[src/hw/rtl/pm_sensor_frame_receiver_top_assert.svh]
// Assertion macros for the particulate sensor frame receiver.
`ifndef PM_SENSOR_FRAME_RECEIVER_TOP_ASSERT_SVH
`define PM_SENSOR_FRAME_RECEIVER_TOP_ASSERT_SVH

`ifndef ASSERT_OFF
`define PMSFR_ASSERT_IMP(lbl, ck, rs, ante, cons) \
  lbl: assert property (@(posedge ck) disable iff (rs) (ante) |-> (cons)) \
    else $error("pmsfr: same-cycle check failed");
`define PMSFR_ASSERT_NXT(lbl, ck, rs, ante, cons) \
  lbl: assert property (@(posedge ck) disable iff (rs) (ante) |=> (cons)) \
    else $error("pmsfr: next-cycle check failed");
`else
`define PMSFR_ASSERT_IMP(lbl, ck, rs, ante, cons)
`define PMSFR_ASSERT_NXT(lbl, ck, rs, ante, cons)
`endif

`endif

[src/hw/rtl/pmsfr_pkg.sv]
// Package: constants and types of the particulate sensor frame receiver.
`timescale 1ns / 1ps
package pmsfr_pkg;

  localparam int FRAME_LEN  = 32;
  localparam int POS_W      = 6;
  localparam int BYTE_W     = 8;
  localparam int WORD_W     = 16;
  localparam int NUM_READ   = 3;
  localparam int CFG_IDX_W  = 2;
  localparam int CFG_DATA_W = 16;
  localparam int READ_FIRST = 4;

  localparam logic [BYTE_W-1:0] HEADER_RESET  = 8'h44;
  localparam logic [WORD_W-1:0] TIMEOUT_RESET = 16'd1000;

  localparam logic [POS_W-1:0] POS_SUM_END = POS_W'(FRAME_LEN - 2);

  localparam logic [CFG_IDX_W-1:0] CFG_HEADER_VALUE  = CFG_IDX_W'(0);
  localparam logic [CFG_IDX_W-1:0] CFG_TIMEOUT_LIMIT = CFG_IDX_W'(1);

  localparam logic REQ_BYTE = 1'b0;
  localparam logic REQ_TICK = 1'b1;

  typedef enum logic [1:0] {
    STATUS_OK      = 2'd0,
    STATUS_SUM_ERR = 2'd1,
    STATUS_TIMEOUT = 2'd2
  } status_t;

  typedef logic [WORD_W-1:0] word_t;
  typedef word_t [NUM_READ-1:0] reading_t;

  typedef struct packed {
    logic     fire;
    status_t  status;
    reading_t value;
  } evt_t;

  typedef struct packed {
    reading_t lo;
    reading_t hi;
  } stats_t;

  typedef struct packed {
    status_t  status;
    reading_t value;
    stats_t   stats;
  } result_t;

endpackage

[src/hw/rtl/pmsfr_if.sv]
// Channel interfaces: input items, results and register writes.
`timescale 1ns / 1ps
interface pmsfr_in_if;
  logic       valid;
  logic       ready;
  logic       req_type;
  logic [7:0] rx_byte;
  modport source (output valid, output req_type, output rx_byte, input ready);
  modport sink (input valid, input req_type, input rx_byte, output ready);
endinterface

interface pmsfr_out_if;
  logic        valid;
  logic        ready;
  logic [1:0]  status;
  logic [15:0] pm1_value;
  logic [15:0] pm25_value;
  logic [15:0] pm10_value;
  logic [15:0] pm1_min;
  logic [15:0] pm1_max;
  logic [15:0] pm25_min;
  logic [15:0] pm25_max;
  logic [15:0] pm10_min;
  logic [15:0] pm10_max;
  modport source (output valid, output status, output pm1_value, output pm25_value,
                  output pm10_value, output pm1_min, output pm1_max, output pm25_min,
                  output pm25_max, output pm10_min, output pm10_max, input ready);
  modport sink (input valid, input status, input pm1_value, input pm25_value,
                input pm10_value, input pm1_min, input pm1_max, input pm25_min,
                input pm25_max, input pm10_min, input pm10_max, output ready);
endinterface

interface pmsfr_cfg_if;
  logic        valid;
  logic        ready;
  logic [1:0]  index;
  logic [15:0] data;
  modport source (output valid, output index, output data, input ready);
  modport sink (input valid, input index, input data, output ready);
endinterface

[src/hw/rtl/pm_sensor_frame_receiver_top.sv]
// Top level of the particulate sensor frame receiver.
`timescale 1ns / 1ps
// Takes one received byte or time tick per transaction and reports a result
// at the end of each frame (valid readings, checksum mismatch) or when an
// inter-byte timeout abandons a partial frame; all other bytes and ticks give
// no result. One transaction is taken every clock cycle while no result waits
// unread; a result that waits stalls the input. The input register loads at
// the accepting edge; the result register, the frame state and the min/max
// registers load when it advances. Register writes take effect at once and
// are always accepted.
`include "pm_sensor_frame_receiver_top_assert.svh"
module pm_sensor_frame_receiver_top (
  input logic         clk,
  input logic         rst,
  pmsfr_in_if.sink    item,
  pmsfr_out_if.source result,
  pmsfr_cfg_if.sink   cfg
);
  import pmsfr_pkg::*;

  logic [BYTE_W-1:0] header_value;
  logic [WORD_W-1:0] timeout_limit;

  logic              stage_valid;
  logic              stage_req_type;
  logic [BYTE_W-1:0] stage_rx_byte;
  logic              advance;

  evt_t              evt;
  stats_t            stats_next;
  logic              res_valid;
  result_t           res_q;
  logic              res_ok;
  logic              res_in_range;

  assign cfg.ready = 1'b1;

  always_ff @(posedge clk) begin
    if (rst) begin
      header_value  <= HEADER_RESET;
      timeout_limit <= TIMEOUT_RESET;
    end else if (cfg.valid) begin
      unique case (cfg.index)
        CFG_HEADER_VALUE:  header_value  <= cfg.data[BYTE_W-1:0];
        CFG_TIMEOUT_LIMIT: timeout_limit <= cfg.data[WORD_W-1:0];
        default: ;
      endcase
    end
  end

  assign advance    = stage_valid && (!res_valid || result.ready);
  assign item.ready = !stage_valid || advance;

  always_ff @(posedge clk) begin
    if (rst) begin
      stage_valid <= 1'b0;
    end else if (item.ready) begin
      stage_valid <= item.valid;
    end
  end

  always_ff @(posedge clk) begin
    if (item.valid && item.ready) begin
      stage_req_type <= item.req_type;
      stage_rx_byte  <= item.rx_byte;
    end
  end

  pmsfr_parser u_parser (
    .clk           (clk),
    .rst           (rst),
    .step          (advance),
    .req_type      (stage_req_type),
    .rx_byte       (stage_rx_byte),
    .header_value  (header_value),
    .timeout_limit (timeout_limit),
    .evt           (evt)
  );

  pmsfr_minmax u_minmax (
    .clk        (clk),
    .rst        (rst),
    .upd        (advance && evt.fire && evt.status == STATUS_OK),
    .value      (evt.value),
    .stats_next (stats_next)
  );

  always_ff @(posedge clk) begin
    if (rst) begin
      res_valid <= 1'b0;
    end else if (advance) begin
      res_valid <= evt.fire;
    end else if (result.ready) begin
      res_valid <= 1'b0;
    end
  end

  always_ff @(posedge clk) begin
    if (advance && evt.fire) begin
      res_q.status <= evt.status;
      res_q.value  <= evt.value;
      res_q.stats  <= stats_next;
    end
  end

  assign result.valid      = res_valid;
  assign result.status     = res_q.status;
  assign result.pm1_value  = res_q.value[0];
  assign result.pm25_value = res_q.value[1];
  assign result.pm10_value = res_q.value[2];
  assign result.pm1_min    = res_q.stats.lo[0];
  assign result.pm1_max    = res_q.stats.hi[0];
  assign result.pm25_min   = res_q.stats.lo[1];
  assign result.pm25_max   = res_q.stats.hi[1];
  assign result.pm10_min   = res_q.stats.lo[2];
  assign result.pm10_max   = res_q.stats.hi[2];

  assign res_ok       = res_valid && res_q.status == STATUS_OK;
  assign res_in_range = res_q.stats.lo[0] <= res_q.value[0] &&
                        res_q.value[0] <= res_q.stats.hi[0] &&
                        res_q.stats.lo[1] <= res_q.value[1] &&
                        res_q.value[1] <= res_q.stats.hi[1] &&
                        res_q.stats.lo[2] <= res_q.value[2] &&
                        res_q.value[2] <= res_q.stats.hi[2];

  `PMSFR_ASSERT_IMP(a_err_no_reading, clk, rst, res_valid && !res_ok, res_q.value == '0)
  `PMSFR_ASSERT_IMP(a_ok_in_range, clk, rst, res_ok, res_in_range)
  `PMSFR_ASSERT_NXT(a_fire_shows, clk, rst, advance && evt.fire, res_valid)

endmodule

[src/hw/rtl/pmsfr_parser.sv]
// Frame parser: header hunt, byte count, checksum, reading capture, timeout.
`timescale 1ns / 1ps
module pmsfr_parser (
  input  logic                                 clk,
  input  logic                                 rst,
  input  logic                                 step,
  input  logic                                 req_type,
  input  logic [pmsfr_pkg::BYTE_W-1:0]         rx_byte,
  input  logic [pmsfr_pkg::BYTE_W-1:0]         header_value,
  input  logic [pmsfr_pkg::WORD_W-1:0]         timeout_limit,
  output pmsfr_pkg::evt_t                      evt
);
  import pmsfr_pkg::*;

  typedef enum logic [1:0] {
    ST_HUNT  = 2'b01,
    ST_FRAME = 2'b10
  } state_t;

  state_t              state, state_next;
  logic [POS_W-1:0]    pos, pos_next;
  word_t               sum, sum_next;
  logic [BYTE_W-1:0]   trailer, trailer_next;
  word_t               idle, idle_next;
  reading_t            cap, cap_next;
  logic [WORD_W:0]     idle_inc;

  assign idle_inc = {1'b0, idle} + (WORD_W+1)'(1);

  always_comb begin
    state_next   = state;
    pos_next     = pos;
    sum_next     = sum;
    trailer_next = trailer;
    idle_next    = idle;
    cap_next     = cap;
    evt          = '0;
    unique case (state)
      ST_HUNT: begin
        if (req_type == REQ_BYTE && rx_byte == header_value) begin
          state_next = ST_FRAME;
          pos_next   = POS_W'(1);
          sum_next   = {{(WORD_W-BYTE_W){1'b0}}, rx_byte};
          idle_next  = '0;
        end
      end
      ST_FRAME: begin
        if (req_type == REQ_TICK) begin
          if (idle_inc >= {1'b0, timeout_limit}) begin
            state_next   = ST_HUNT;
            pos_next     = '0;
            sum_next     = '0;
            trailer_next = '0;
            idle_next    = '0;
            evt.fire     = 1'b1;
            evt.status   = STATUS_TIMEOUT;
          end else begin
            idle_next = idle_inc[WORD_W-1:0];
          end
        end else begin
          idle_next = '0;
          if (pos < POS_SUM_END) begin
            sum_next = sum + {{(WORD_W-BYTE_W){1'b0}}, rx_byte};
            for (int k = 0; k < NUM_READ; k++) begin
              if (pos == POS_W'(READ_FIRST + 2*k))
                cap_next[k][WORD_W-1:BYTE_W] = rx_byte;
              if (pos == POS_W'(READ_FIRST + 2*k + 1))
                cap_next[k][BYTE_W-1:0] = rx_byte;
            end
            pos_next = pos + POS_W'(1);
          end else if (pos == POS_SUM_END) begin
            trailer_next = rx_byte;
            pos_next     = pos + POS_W'(1);
          end else begin
            state_next   = ST_HUNT;
            pos_next     = '0;
            sum_next     = '0;
            trailer_next = '0;
            evt.fire     = 1'b1;
            if (sum == {trailer, rx_byte}) begin
              evt.status = STATUS_OK;
              evt.value  = cap;
            end else begin
              evt.status = STATUS_SUM_ERR;
            end
          end
        end
      end
      default: state_next = ST_HUNT;
    endcase
  end

  always_ff @(posedge clk) begin
    if (rst) begin
      state   <= ST_HUNT;
      pos     <= '0;
      sum     <= '0;
      trailer <= '0;
      idle    <= '0;
      cap     <= '0;
    end else if (step) begin
      state   <= state_next;
      pos     <= pos_next;
      sum     <= sum_next;
      trailer <= trailer_next;
      idle    <= idle_next;
      cap     <= cap_next;
    end
  end

endmodule

[src/hw/rtl/pmsfr_minmax.sv]
// Running minimum and maximum of the three readings over valid frames.
`timescale 1ns / 1ps
module pmsfr_minmax (
  input  logic                clk,
  input  logic                rst,
  input  logic                upd,
  input  pmsfr_pkg::reading_t value,
  output pmsfr_pkg::stats_t   stats_next
);
  import pmsfr_pkg::*;

  stats_t stats;
  logic   seen;

  always_comb begin
    stats_next = stats;
    if (upd) begin
      for (int k = 0; k < NUM_READ; k++) begin
        if (!seen) begin
          stats_next.lo[k] = value[k];
          stats_next.hi[k] = value[k];
        end else begin
          if (value[k] > stats.hi[k]) stats_next.hi[k] = value[k];
          if (value[k] < stats.lo[k]) stats_next.lo[k] = value[k];
        end
      end
    end
  end

  always_ff @(posedge clk) begin
    if (rst) begin
      stats.lo <= '1;
      stats.hi <= '0;
      seen     <= 1'b0;
    end else begin
      stats <= stats_next;
      if (upd) seen <= 1'b1;
    end
  end

endmodule
[src/flat_wrapper.sv]
// flat-port wrapper written by rule: the top's interface ports become plain ports
module pm_sensor_frame_receiver_top_flat import pmsfr_pkg::*;
  (clk, rst, item_valid, item_req_type, item_rx_byte, item_ready, result_valid, result_status, result_pm1_value, result_pm25_value, result_pm10_value, result_pm1_min, result_pm1_max, result_pm25_min, result_pm25_max, result_pm10_min, result_pm10_max, result_ready, cfg_valid, cfg_index, cfg_data, cfg_ready);
  pmsfr_in_if item_i ();
  pmsfr_out_if result_i ();
  pmsfr_cfg_if cfg_i ();
  input logic clk;
  input logic rst;
  input wire logic [$bits(item_i.valid)-1:0] item_valid;
  input wire logic [$bits(item_i.req_type)-1:0] item_req_type;
  input wire logic [$bits(item_i.rx_byte)-1:0] item_rx_byte;
  output wire logic [$bits(item_i.ready)-1:0] item_ready;
  output wire logic [$bits(result_i.valid)-1:0] result_valid;
  output wire logic [$bits(result_i.status)-1:0] result_status;
  output wire logic [$bits(result_i.pm1_value)-1:0] result_pm1_value;
  output wire logic [$bits(result_i.pm25_value)-1:0] result_pm25_value;
  output wire logic [$bits(result_i.pm10_value)-1:0] result_pm10_value;
  output wire logic [$bits(result_i.pm1_min)-1:0] result_pm1_min;
  output wire logic [$bits(result_i.pm1_max)-1:0] result_pm1_max;
  output wire logic [$bits(result_i.pm25_min)-1:0] result_pm25_min;
  output wire logic [$bits(result_i.pm25_max)-1:0] result_pm25_max;
  output wire logic [$bits(result_i.pm10_min)-1:0] result_pm10_min;
  output wire logic [$bits(result_i.pm10_max)-1:0] result_pm10_max;
  input wire logic [$bits(result_i.ready)-1:0] result_ready;
  input wire logic [$bits(cfg_i.valid)-1:0] cfg_valid;
  input wire logic [$bits(cfg_i.index)-1:0] cfg_index;
  input wire logic [$bits(cfg_i.data)-1:0] cfg_data;
  output wire logic [$bits(cfg_i.ready)-1:0] cfg_ready;
  assign item_i.valid = item_valid;
  assign item_i.req_type = item_req_type;
  assign item_i.rx_byte = item_rx_byte;
  assign item_ready = item_i.ready;
  assign result_valid = result_i.valid;
  assign result_status = result_i.status;
  assign result_pm1_value = result_i.pm1_value;
  assign result_pm25_value = result_i.pm25_value;
  assign result_pm10_value = result_i.pm10_value;
  assign result_pm1_min = result_i.pm1_min;
  assign result_pm1_max = result_i.pm1_max;
  assign result_pm25_min = result_i.pm25_min;
  assign result_pm25_max = result_i.pm25_max;
  assign result_pm10_min = result_i.pm10_min;
  assign result_pm10_max = result_i.pm10_max;
  assign result_i.ready = result_ready;
  assign cfg_i.valid = cfg_valid;
  assign cfg_i.index = cfg_index;
  assign cfg_i.data = cfg_data;
  assign cfg_ready = cfg_i.ready;
  pm_sensor_frame_receiver_top u_core (.clk(clk), .rst(rst), .item(item_i), .result(result_i), .cfg(cfg_i));
endmodule
[config.mk]
export PLATFORM = sky130hd
export DESIGN_NAME = pm_sensor_frame_receiver_top_flat
export DESIGN_NICKNAME = d
export VERILOG_FILES = /design/src/hw/rtl/pmsfr_pkg.sv /design/src/hw/rtl/pmsfr_if.sv /design/src/hw/rtl/pm_sensor_frame_receiver_top.sv /design/src/hw/rtl/pmsfr_parser.sv /design/src/hw/rtl/pmsfr_minmax.sv /design/src/flat_wrapper.sv
export VERILOG_INCLUDE_DIRS = /design/src /design/src/hw/rtl
export SDC_FILE = /design/constraint.sdc
export NUM_CORES = 1
export LEC_CHECK = 0
export BUFFER_PORTS_ARGS = -buffer_cell sky130_fd_sc_hd__buf_2
export CORE_ASPECT_RATIO = 1.1
export CORE_MARGIN = 10
export CORE_UTILIZATION = 30
export DETAILED_ROUTE_END_ITERATION = 10
export MAX_ROUTING_LAYER = met4
export SLEW_MARGIN = 20
export SYNTH_ARGS = -nofsm -noshare
export SYNTH_HDL_FRONTEND = slang
export SYNTH_SLANG_ARGS = --single-unit
[constraint.sdc]
create_clock -name clk -period 16.68 [get_ports clk]
set_clock_uncertainty 0.15 [all_clocks]
set_input_delay 3.336 -clock clk [delete_from_list [all_inputs] [get_ports clk]]
set_output_delay 3.336 -clock clk [all_outputs]
set_load 0.005 [all_outputs]
After elaboration in Yosys (flattened, before gate mapping)

Cells that the tools add are included.

Reductions and logical operators: 26
Mux-type cells: 49
Eq/ne operators: 19
Add/sub/neg operators: 3
Order comparisons: 8
Bitwise logic cells: 1

Operators with widths:

| operator                                            | number |
|---|---|
| two-way mux 16 bit                                  | 20 |
| two-way mux 51 bit                                  | 3 |
| two-way mux 48 bit                                  | 2 |
| two-way mux 96 bit                                  | 1 |
| one-hot mux 16 bit (2 select lines)                 | 2 |
| greater-than comparator 16 bit                      | 3 |
| < comparator 16 bit                                 | 3 |
| AND reduction 5 bit                                 | 8 |
| two-way mux 8 bit                                   | 4 |
| two-way mux 6 bit                                   | 5 |
| == test 6 x 3 -> 1 bit (second input constant)      | 4 |
| adder 16 x 1 -> 17 bit (second input constant)      | 1 |
| greater-or-equal comparator 17 x 16 -> 1 bit        | 1 |
| adder 16 x 8 -> 16 bit                              | 1 |
| == test 16 bit                                      | 1 |
| == test 6 x 4 -> 1 bit (second input constant)      | 2 |
| one-hot mux 6 bit (2 select lines)                  | 1 |
| two-way mux 2 bit                                   | 5 |
| == test 8 bit                                       | 1 |
| AND reduction 4 bit                                 | 2 |
| adder 6 x 1 -> 6 bit (second input constant)        | 1 |
| == test 6 x 5 -> 1 bit (second input constant)      | 1 |
| < comparator 6 x 5 -> 1 bit (second input constant) | 1 |
| two-way mux 3 bit                                   | 2 |
| 17 further kinds                                    | 31 |

Bits in registers: 374
Output and inout bits: 149
Input bits: 32
Logic and storage cells: 140

Depth between registers and ports, before layout

Word-level depth: 10
Depth in mapped cells: 19
Depth with buffers taken out: 14

Modules after synthesis

Synthesis repeated with hierarchy kept, for this count alone.

Cells, all modules: 1862
Area, all modules: 19063.3 um2

By module, submodules not included:

| module                       | cells an instance | area each (um2) | sequential area each (um2) | times used |
|---|---|---|---|---|
| pmsfr_minmax                 | 860               | 7609.8          | 1941.9                     | 1 |
| pm_sensor_frame_receiver_top | 273               | 5806.8          | 5175.0                     | 1 |
| pmsfr_parser                 | 729               | 5646.7          | 1921.8                     | 1 |

Least setup slack after synthesis

Ideal clock, no wire load.

Path type: input to register
Start point: in result_ready
End point: reg u_core.res_q, in the netlist u_core.result.pm10_max[0] (enable)
Setup slack: 5.777 ns
Arrival time: 10.097 ns
Stages: 4
Path buffers: 0
Library setup time: 0.656 ns
Cells stage by stage: nand2b_1 > and2_1 > o2111ai_1 > nor2_1

Word-level cells in the longest chain between the ends: 3

RTL lines:

| what               | line                               | source |
|---|---|---|
| start: declaration | flat_wrapper.sv:24                 | `input wire logic [$bits(result_i.ready)-1:0] result_ready;` |
| logical OR 1 bit   | pm_sensor_frame_receiver_top.sv:51 | `assign advance = stage_valid && (!res_valid \|\| result.ready);` |
| logical AND 1 bit  | pm_sensor_frame_receiver_top.sv:51 |  |
| logical AND 1 bit  | pm_sensor_frame_receiver_top.sv:99 | `if (advance && evt.fire) begin` |
| end: declaration   | pm_sensor_frame_receiver_top.sv:32 | `result_t res_q;` |

Every way passes these cells.
A chain may end at the register's enable or synchronous reset.

Worst setup path in the final report

Start point: in result_ready
End point: out item_ready

Word-level cells in the longest chain between the ends: 3

RTL lines:

| what              | line                               | source |
|---|---|---|
| logical OR 1 bit  | pm_sensor_frame_receiver_top.sv:51 |  |
| logical AND 1 bit | pm_sensor_frame_receiver_top.sv:51 |  |
| logical OR 1 bit  | pm_sensor_frame_receiver_top.sv:52 | `assign item.ready = !stage_valid \|\| advance;` |
| end: declaration  | flat_wrapper.sv:12                 | `output wire logic [$bits(item_i.ready)-1:0] item_ready;` |

Every way passes these cells.

==> qor.csv <==
metric;value;unit
status;finished, final reports clean;
synth_top_area_cell;edfxtp_1;
r2r_end;u_core.u_minmax.stats[20]$_SDFF_PP0_;
power_density;95.1;mW/mm²
die_w;250;µm
path_max_fanout;3;
hold_depth;2;
drive_gt1_frac;0.185;
cts_tree;built;
peakVddDrop;0.0000611;V
fin_setup_tns;0;ps
grt_pass1_wl;68.6;mm
postRouteAntennaNets;0;
hold_path.class;register to register;
synthTopCellsByArea;edfxtp_1, dfxtp_1, ha_1;
htree_levels;2;
cp.required;13190;ps
worstSetupPathType;primary input to primary output;
drt-pass1-iter-count;5;
regArea;0.00904;mm²
holdBufCountCts;0;
start_kind;primary input;
vias;12469;
synth_nets;1817;
critical_path.top_delay_family;simple AND/OR/NAND/NOR gates;
vias_per_cell;4.77;
ys_ff_latch;374;
r2r-start;u_core.stage_rx_byte[1]$_DFFE_PP_;
finalCritPeriodShare;0.447;
antenna_found_initial;2;
coreArea;0.0574;mm²
async_reset_ff_frac;0;
first_global_vias;12410;
cts_resized;0;
synthFlopType;dfxtp_1;
yosys.area.top_type_share;0.267;
maxSlewViolCount;0;
cp_slowest_cell;nor2b_1;
drcViolationCount;0;
rrSetupSlack;10860;ps
dp_hpwl;30.4;mm
ys_types;70;
area_growth;17.9;%
gp_congestion;0.846;
fmax;134;MHz
slowest_delay;200;ps
ios;181;
startpoint;result_ready;
syn_avg_cell_area;10.5;µm²
dieHeight;273;µm
postCtsSetupRepairBufs;0;
cts_inserted_buffers;41;
final_common_cell;dfxtp_1;
netlist_instances;1660;
synth_area;0.0174;mm²
path_cells;buf_2 > nor2b_1 > nand2_1 > buf_2;
instances_no_fill;2612;
relSlewSlack;0.305;
clockBufferDepth;3;
dp_cells;2536;
synth_edf_count;155;
rsz0062_at_grt;false;
final_nets;1984;
finalHoldViolCount;0;
drtIter0Drc;661;
min_period;7450;ps
r2r.worst_path.cells;14;
dieArea;0.0681;mm²
clock_sinks;374;
fillers;5718;
tightestPinTransition;1040;ps
p_leak;8.43;nW
drt_wl_total;43.2;mm
clock_latency;550;ps
crit_top_cell;buf_2;
layout_common_cells;dfxtp_1, buf_2, edfxtp_1, nand2_1, ha_1;
worst_setup_path_end_kind;primary output;
min_from;u_core.u_parser.cap[15]$_SDFFE_PP0P_;
grt_max_degree;97;
overflow;0;
setup_viol;0;
start_util;0.303;
ys.warnings.count;0;
clk_pin_slew;60;ps
multiInputGateArea;0.00762;mm²
cp.arrival;3960;ps
cap_viol_max_count;0;
finalPower;0.00195;W
cts-root-buf;clkbuf_16;
rows;92;
holdPathEnd;u_core.u_parser.cap[15]$_SDFFE_PP0P_;
ys_seq_area_frac;0.519;
port_buffers;179;
wl_per_cell;16.6;µm
crit_buf_inv;2;
grtUsageTotal;0.127;
final_util;0.357;
logic make-up (layout without fill, tap and decap cells):
logic type      Yosys count  in the layout  synth area share
simple gates            533            533             0.159
flops                   374            374             0.519
compound gates          315            315             0.115
buf+inv                 198            397            0.0448
fa+ha+maj               125            125            0.0902
mux                      76             76            0.0525
xor+xnor                 38             38            0.0191
other cells               1              2          0.000215
flip-flops by register name (all words and copies together) (netlist names), 16 cells and up:
name,count
u_core.u_minmax.stats,96
u_core.u_parser.cap,48
u_core.result.pm10_max,16
u_core.result.pm10_min,16
u_core.result.pm10_value,16
u_core.result.pm1_max,16
u_core.result.pm1_min,16
u_core.result.pm1_value,16
u_core.result.pm25_max,16
u_core.result.pm25_min,16
u_core.result.pm25_value,16
u_core.timeout_limit,16
u_core.u_parser.idle,16
u_core.u_parser.sum,16
Yosys cell counts (4+ instances only):
library cell and count:
nand3_1 90, mux2_2 44, ha_1 124, buf_2 5
nand2_1 152, a21o_1 22, or3_1 4, a221oi_1 8
and4_1 7, nor2b_1 17, nand4_1 19, nor3_1 26
a31oi_1 8, nor2_1 57, nand2b_1 20, a22oi_1 5
xnor2_1 13, buf_1 8, mux2i_1 10, inv_1 122
xor2_1 25, and2_1 96, o221ai_1 4, edfxtp_1 155
o21a_1 12, nor4_1 5, dfxtp_1 219, a211oi_1 7
or4_1 7, o21ai_0 70, a21oi_1 108, and3_1 10
mux2_4 19, nor3b_1 6, clkbuf_1 58, o211ai_1 47
worst register-to-register path: stages (launching register included):
cell and delay, ps:
edfxtp_1 870, ha_1 410, or4_1 430, nor4_2 360
and4_1 570, buf_4 380, and2_1 320, ha_1 300
a21o_1 170, a21o_1 170, a21oi_1 130, o2111ai_1 210
o221ai_4 670, mux2_2 420, and2_1 160
routing by layer:
| layer | part of all wire | GRT usage |
|---|---|---|
| met1 | 0.45 | 0.157 |
| met2 | 0.47 | 0.208 |
| met3 | 0.048 | 0.0244 |
| met4 | 0.027 | 0.0399 |
| met5 | 0 | - |
worst max path at each step:
stage	to	slack, ps	cells past startpoint
2_1_floorplan	u_core.result.pm10_max[0]$_DFFE_PP_	5780	4
5_1_grt	item_ready	9170	4
3_3_place_gp	item_ready	9230	4
3_5_place_dp	item_ready	9230	4
6_report	item_ready	9230	4
4_1_cts	item_ready	9230	4
through the flow:
stage          cell area, µm²  worst slack, ps  hold slack, ps
2_1_floorplan           17400             5780             282
3_3_place_gp            19100             9230             289
3_5_place_dp            19100             9230             293
4_1_cts                 20500             9230             300
5_1_grt                 20500             9170             311
6_report                20500             9230             299
report_power, final:
| group | switching [W] | leakage [nW] | internal, W | total, W |
|---|---|---|---|---|
| Sequential | 0.00000348 | 3.13 | 0.000950 | 0.000953 |
| Clock | 0.000372 | 0.690 | 0.000586 | 0.000957 |
| Combinational | 0.0000300 | 4.61 | 0.0000126 | 0.0000426 |
cell type report:
class | instances | area share
clock inverter | 25 | 0.0163
timing repair buffer | 200 | 0.0514
tap | 752 | 0.0458
inverter | 122 | 0.0223
clock buffer | 50 | 0.0526
sequential | 374 | 0.440
antenna | 1 | 0.000122
multi-input combinational | 1088 | 0.371
No activity file was read; power rests on OpenSTA's default activity.
